$ cat config.mk
export PLATFORM = sky130hd
export DESIGN_NAME = bft_fifo
export DESIGN_NICKNAME = d
export VERILOG_FILES = /design/src/rtl/bft_pkg.sv /design/src/rtl/bft_fifo.sv
export SDC_FILE = /design/constraint.sdc
export NUM_CORES = 1
export LEC_CHECK = 0
export BUFFER_PORTS_ARGS = -buffer_cell sky130_fd_sc_hd__buf_2
export CORE_MARGIN = 2
export CORE_UTILIZATION = 58
export CTS_BUF_LIST = sky130_fd_sc_hd__clkbuf_2
export DETAILED_ROUTE_END_ITERATION = 6
export GPL_TIMING_DRIVEN = 0
export HOLD_SLACK_MARGIN = 0.02
export PLACE_DENSITY_LB_ADDON = 0.1
export SKIP_LAST_GASP = 1
export SLEW_MARGIN = 20
export SYNTH_ARGS = -nofsm -noshare
export SYNTH_HDL_FRONTEND = slang
export SYNTH_SLANG_ARGS = --single-unit
export TNS_END_PERCENT = 50
$ cat constraint.sdc
create_clock -name clock -period 3.88 [get_ports clock]
set_input_delay 0.194 -clock clock [delete_from_list [all_inputs] [get_ports clock]]
set_output_delay 0.194 -clock clock [all_outputs]
set_load 0.02 [all_outputs]
$ cat src/rtl/bft_pkg.sv
// ----------------------------------------------------------------------------
// bft_pkg
// Shared widths, codes and transaction types of the bigram frequency table.
// ----------------------------------------------------------------------------
package bft_pkg;

   localparam int CAPACITY_DEF = 256;

   localparam int OP_W     = 3;
   localparam int KEY_W    = 16;
   localparam int FREQ_W   = 31;
   localparam int POS_W    = 8;
   localparam int SLOT_W   = 8;
   localparam int STATUS_W = 2;

   localparam int REQ_DATA_W = 56;
   localparam int REQ_USER_W = OP_W;
   localparam int RSP_DATA_W = 56;
   localparam int RSP_USER_W = STATUS_W + 1;

   // command queue between front and back
   localparam int QUEUE_DEPTH = 2;
   localparam int QPTR_W      = (QUEUE_DEPTH > 1) ? $clog2(QUEUE_DEPTH) : 1;
   localparam int QCNT_W      = $clog2(QUEUE_DEPTH + 1);

   localparam logic [OP_W-1:0] OP_ADD   = 3'd0;
   localparam logic [OP_W-1:0] OP_FIND  = 3'd1;
   localparam logic [OP_W-1:0] OP_READ  = 3'd2;
   localparam logic [OP_W-1:0] OP_WRITE = 3'd3;
   localparam logic [OP_W-1:0] OP_CLEAR = 3'd4;

   localparam logic [STATUS_W-1:0] ST_OK        = 2'd0;
   localparam logic [STATUS_W-1:0] ST_NOT_FOUND = 2'd1;
   localparam logic [STATUS_W-1:0] ST_BAD_POS   = 2'd2;
   localparam logic [STATUS_W-1:0] ST_FULL      = 2'd3;

   localparam logic [FREQ_W-1:0] FREQ_MAX = {FREQ_W{1'b1}};

   typedef enum logic [2:0] {
      KIND_ADD,
      KIND_FIND,
      KIND_READ,
      KIND_WRITE,
      KIND_CLEAR,
      KIND_NOP
   } bft_kind_type;

   typedef struct packed {
      bft_kind_type        kind;
      logic [KEY_W-1:0]    key;
      logic [FREQ_W-1:0]   freq;
      logic [POS_W-1:0]    pos;
   } bft_cmd_type;

   typedef struct packed {
      logic                appended;
      logic [STATUS_W-1:0] status;
      logic [FREQ_W-1:0]   freq;
      logic [KEY_W-1:0]    key;
      logic [SLOT_W-1:0]   slot;
   } bft_rsp_type;

   typedef struct packed {
      logic empty;
      logic full;
   } bft_fifo_status_type;

endpackage

$ cat src/rtl/bft_fifo.sv
// ----------------------------------------------------------------------------
// bft_fifo
// Short command queue that decouples request intake from table execution.
// ----------------------------------------------------------------------------
module bft_fifo
   import bft_pkg::*;
(
   input  logic                clock,
   input  logic                reset,
   input  logic                push,
   input  bft_cmd_type         push_data,
   input  logic                pop,
   output bft_cmd_type         head,
   output bft_fifo_status_type stat
);

   bft_cmd_type       slot_ff [QUEUE_DEPTH];
   logic [QPTR_W-1:0] wr_ptr_ff, wr_ptr_in;
   logic [QPTR_W-1:0] rd_ptr_ff, rd_ptr_in;
   logic [QCNT_W-1:0] count_ff, count_in;
   logic              do_push, do_pop;

   function automatic logic [QPTR_W-1:0] ptr_next(input logic [QPTR_W-1:0] p);
      if (p == QPTR_W'(QUEUE_DEPTH - 1)) begin
         return '0;
      end
      return p + QPTR_W'(1);
   endfunction

   assign stat.empty = (count_ff == '0);
   assign stat.full  = (count_ff == QCNT_W'(QUEUE_DEPTH));
   assign do_push    = push && !stat.full;
   assign do_pop     = pop && !stat.empty;
   assign head       = slot_ff[rd_ptr_ff];

   always_comb begin
      wr_ptr_in = do_push ? ptr_next(wr_ptr_ff) : wr_ptr_ff;
      rd_ptr_in = do_pop ? ptr_next(rd_ptr_ff) : rd_ptr_ff;
      count_in  = count_ff;
      if (do_push && !do_pop) begin
         count_in = count_ff + QCNT_W'(1);
      end else if (do_pop && !do_push) begin
         count_in = count_ff - QCNT_W'(1);
      end
   end

   always_ff @(posedge clock) begin
      if (reset) begin
         wr_ptr_ff <= '0;
         rd_ptr_ff <= '0;
         count_ff  <= '0;
      end else begin
         wr_ptr_ff <= wr_ptr_in;
         rd_ptr_ff <= rd_ptr_in;
         count_ff  <= count_in;
      end
   end

   always_ff @(posedge clock) begin
      if (do_push) begin
         slot_ff[wr_ptr_ff] <= push_data;
      end
   end

endmodule

# [After elaboration in Yosys (flattened, before gate mapping)]
# Memories as Yosys holds them, arrays and structs flattened. A register that Yosys moved wholly into a read port is not among the register bits.
# Cells that the tools add are included.
[op_classes] eq_ne=1 n_mux=12 n_reduce_logical=10 add_sub_neg=4
[op_table] cell="1-bit two-way mux" count=10
[op_table] cell="1-bit logical AND" count=4
[op_table] cell="1-bit logical NOT" count=4
[op_table] cell="2-bit two-way mux" count=2
[op_table] cell="1-bit adder (second input constant)" count=2
[op_table] cell="2-bit by 1-bit adder with 2-bit output (second input constant)" count=1
[op_table] cell="2-bit == test (second input constant)" count=1
[op_table] cell="2-bit logical NOT" count=1
[op_table] cell="2-bit nonzero test" count=1
[op_table] cell="2-bit by 1-bit subtractor with 2-bit output (second input constant)" count=1
[word_totals] input_bits=62 register_bits=4 n_memories=1 ramBits=116 output_inout_bits=60 elab_cells=31
[memory_table] memory="slot_ff" words=2 word_bits=58 rd=1 rd_clocked_by_memory_dff=1 wr=1 line_no="bft_fifo.sv:17" source="bft_cmd_type slot_ff [QUEUE_DEPTH];"

# [Depth between registers and ports, before layout]
[depth] word_depth=7 depth_mapped=6 ltp_nobuf=6

# [Least setup slack after synthesis]
# No wires, ideal clock.
[synth_timing] path_type="register -> register" start="register count_ff[1]" end="memory slot_ff[1][0] (netlist name) (enable)" path_stages_with_launch=4 period_less_slack_ns=2.461 required_ns=3.458 setup_slack_ns=1.419 arrival_time_ns=2.039 setup_ns=0.422 n_path_buf=0 path_cell_list="dfxtp_1 > nor2b_2 > nor2_1 > and2_1"
[synth_lines] item="start, declared" line_no="bft_fifo.sv:20" source="logic [QCNT_W-1:0] count_ff, count_in;"
[synth_lines] item="start signal, assigned" line_no="bft_fifo.sv:55" source="count_ff <= count_in;"
[synth_lines] item="end, declared" line_no="bft_fifo.sv:17"

==> out/results.ini <==
[outcome]
status=finished, final reports clean

[sta]
fmax_mhz=473
finalSetupTns_ns=0
setup_viol=0
hold_violations=0
worst_clock_skew_ns=0.0152
slew_viol_final=0
worstMarginPinSlew_ns=0.399
fin_crit_ns=2.11
period_share_pct=54.5
relSlewSlack_pct=73.4
grt_setup_unrepaired=false

[final_layout]
layout-drive-gt1-share_pct=52.7
nNetsFinal=471
area_delta_synth_final_pct=37.1
n_antenna_cell=0
layout_common_cells=124 x buf_2, 116 x edfxtp_1, 61 x dlygate4sd3_1
final_common_cell=buf_2
finalNonFillerCells=520
final_area_um2=6030

[power]
peakVddDrop_uv=517
p_leak_nw=2.34
seq_power_share_pct=46.8
p_switching_mw=1.13
power_mw=3.61
comb_power_share_pct=31.0
cellPowerDensity_nw_per_um2=598
p_sw_share_pct=31.4
p_clk_share_pct=22.2
intPower_mw=2.47

[grt]
grt_pass1_vias=2815
grt_start_max_net_pins=38
grt.overflow.total=0
grt_use_total_pct=21.0
antenna_found_initial=0
grt_pass1_wl_um=13000

[floorplanning]
fp.dieH_um=91.1
core-area_um2=7290
initial_core_util_pct=60.3
die_x_um=91.1
die_area_um2=8300
ios=122
num_rows=31

[worst_setup_path]
crit_fanout=10
cp-endpoint=head[33]
reg2reg_depth=4
cp-end-kind=output port
worstPathRequired_ns=3.69
cp_slowest_cell=dfxtp_1
cpPeakStageDelay_ns=0.40
critPathKind=register to output port
crit_path_cell_trace=buf_4, buf_6, mux2_2, buf_2
crit_arrival_ns=1.92
worstReg2RegEnd=slot_ff[0][46]
worstSetupStartpointType=register
rr_startpoint=count_ff[0]
r2r_slack_ns=2.10

[clock_tree]
cts_htree_levels=4
clock_sinks=121
cts-root-buf=clkbuf_2
cts_resized=0
clockBufferDepth=2
cts_buffers=17
cts_tree=done
postCtsSetupBuffers=0
clk-insertion-delay-late_ns=0.61
clkTransAtPathRegs_ns=0.16

[routing]
first_iter_violations=113
wirelength_um=8230
vias=2552
dr.pass1.iters=4
ant_nets=0
drc_errors=0
viasPerCell=4.91
wl_per_cell_um=15.8

[placed_design]
gp_congestion=0.723
placed_cells=427
port_buffers=121
dpl_cell_area_um2=5170
dp_hpwl_um=4820

[synthesis]
ys_seq_area_share_pct=81.5
postSynthCellCount=205
synthesis.nets=268
ys_seq_elements=121
synth.avg_cell_area_um2=21.5
synthesis.area_um2=4400
yosys_warnings=0
ys_types=15

[min_path]
hold_depth=4
hold_path.class=input port to register

[flow_run]
max_cap_violations=0

[metal layers]
metal	GRT usage, %	wire [µm]	vias to the layer above
met5	0	0	-
met4	9.22	171	0
met3	5.64	405	18
met2	39.1	4500	98
met1	21.9	3150	1212
li1	-	-	1224
[through the flow]
step           hold slack [ns]  setup WS [ns]  utilization [%]
5_1_grt                  0.226           1.64             82.7
4_1_cts                  0.198           1.71             82.7
6_report                 0.266           1.77             82.7
3_5_place_dp             0.385           2.11             71.0
2_1_floorplan            0.263           1.42                -
3_3_place_gp             0.381          0.707             70.3
[worst min path at each step]
stage | to | start | slack (ns)
final | slot_ff[0][14] | push | 0.27
after global routing | count_ff[0] | push | 0.23
after CTS | slot_ff[0][9] | push | 0.20
after detailed placement | slot_ff[1][21] | push_data[21] | 0.38
after global placement | slot_ff[1][16] | push_data[16] | 0.38
after floorplan | count_ff[1] | reset | 0.26
[cells in the mapped netlist]
master,n,area [µm²]
edfxtp_1,116,3480
mux2_2,58,653
dfxtp_1,5,100
nor2_1,5,18.8
buf_2,3,15.0
o21ai_0,3,15.0
xor2_1,3,26.3
a21oi_1,2,10.0
buf_6,2,22.5
inv_1,2,7.51
or3_1,2,12.5
and2_1,1,6.26
buf_4,1,7.51
ha_1,1,12.5
nor2b_2,1,8.76
[sequential cells by signal (all words and copies together), names as in the netlist, named ones only]
signal     flops
count_ff       2
rd_ptr_ff      1
slot_ff      116
wr_ptr_ff      1
[power by group through the flow]
stage | clock network, mW | registers [mW] | logic [mW]
floorplan | 0 | 1.71 | 0.736
global placement | 0 | 1.72 | 1.03
detailed placement | 0 | 1.72 | 1.06
CTS | 0.816 | 1.69 | 1.12
global route | 0.859 | 1.71 | 1.20
finish | 0.800 | 1.69 | 1.12
[cells by family (layout without fill, tap and decap cells)]
| kind of cell | Yosys count | count (layout) | share of synthesized area, % |
|---|---|---|---|
| AOI/OAI and AO/OA | 5 | 5 | 0.569 |
| and+or+nand+nor | 9 | 9 | 1.05 |
| muxes | 58 | 58 | 14.8 |
| DFF | 121 | 121 | 81.5 |
| buffers and inverters | 8 | 224 | 1.19 |
| xor gates and xnor gates | 3 | 3 | 0.597 |
| adders and majority gates | 1 | 1 | 0.284 |
[worst max-delay path, delay by kind of cell (launching register included)]
kind,cells,cell delay (ns)
flip-flops,1,0.40
buffers and inverters,3,0.54
multiplexers,1,0.36
[repair_timing]
action | CTS | global route
setup endpoints to repair | 0 | 0
endpoints found under the hold margin | 121 | 0
hold buffers | 61 | 0
[final cells by class]
cell class | instances | area (µm²)
Inverter | 2 | 10.0
Multi-Input combinational cell | 76 | 766
Clock buffer | 19 | 95.1
Fill cell | 408 | 1260
Sequential cell | 121 | 3580
Clock inverter | 13 | 154
Tap cell | 99 | 124
Buffer | 6 | 45.0
Timing Repair Buffer | 184 | 1260
Note: power is estimated with default switching activity, not from simulation.
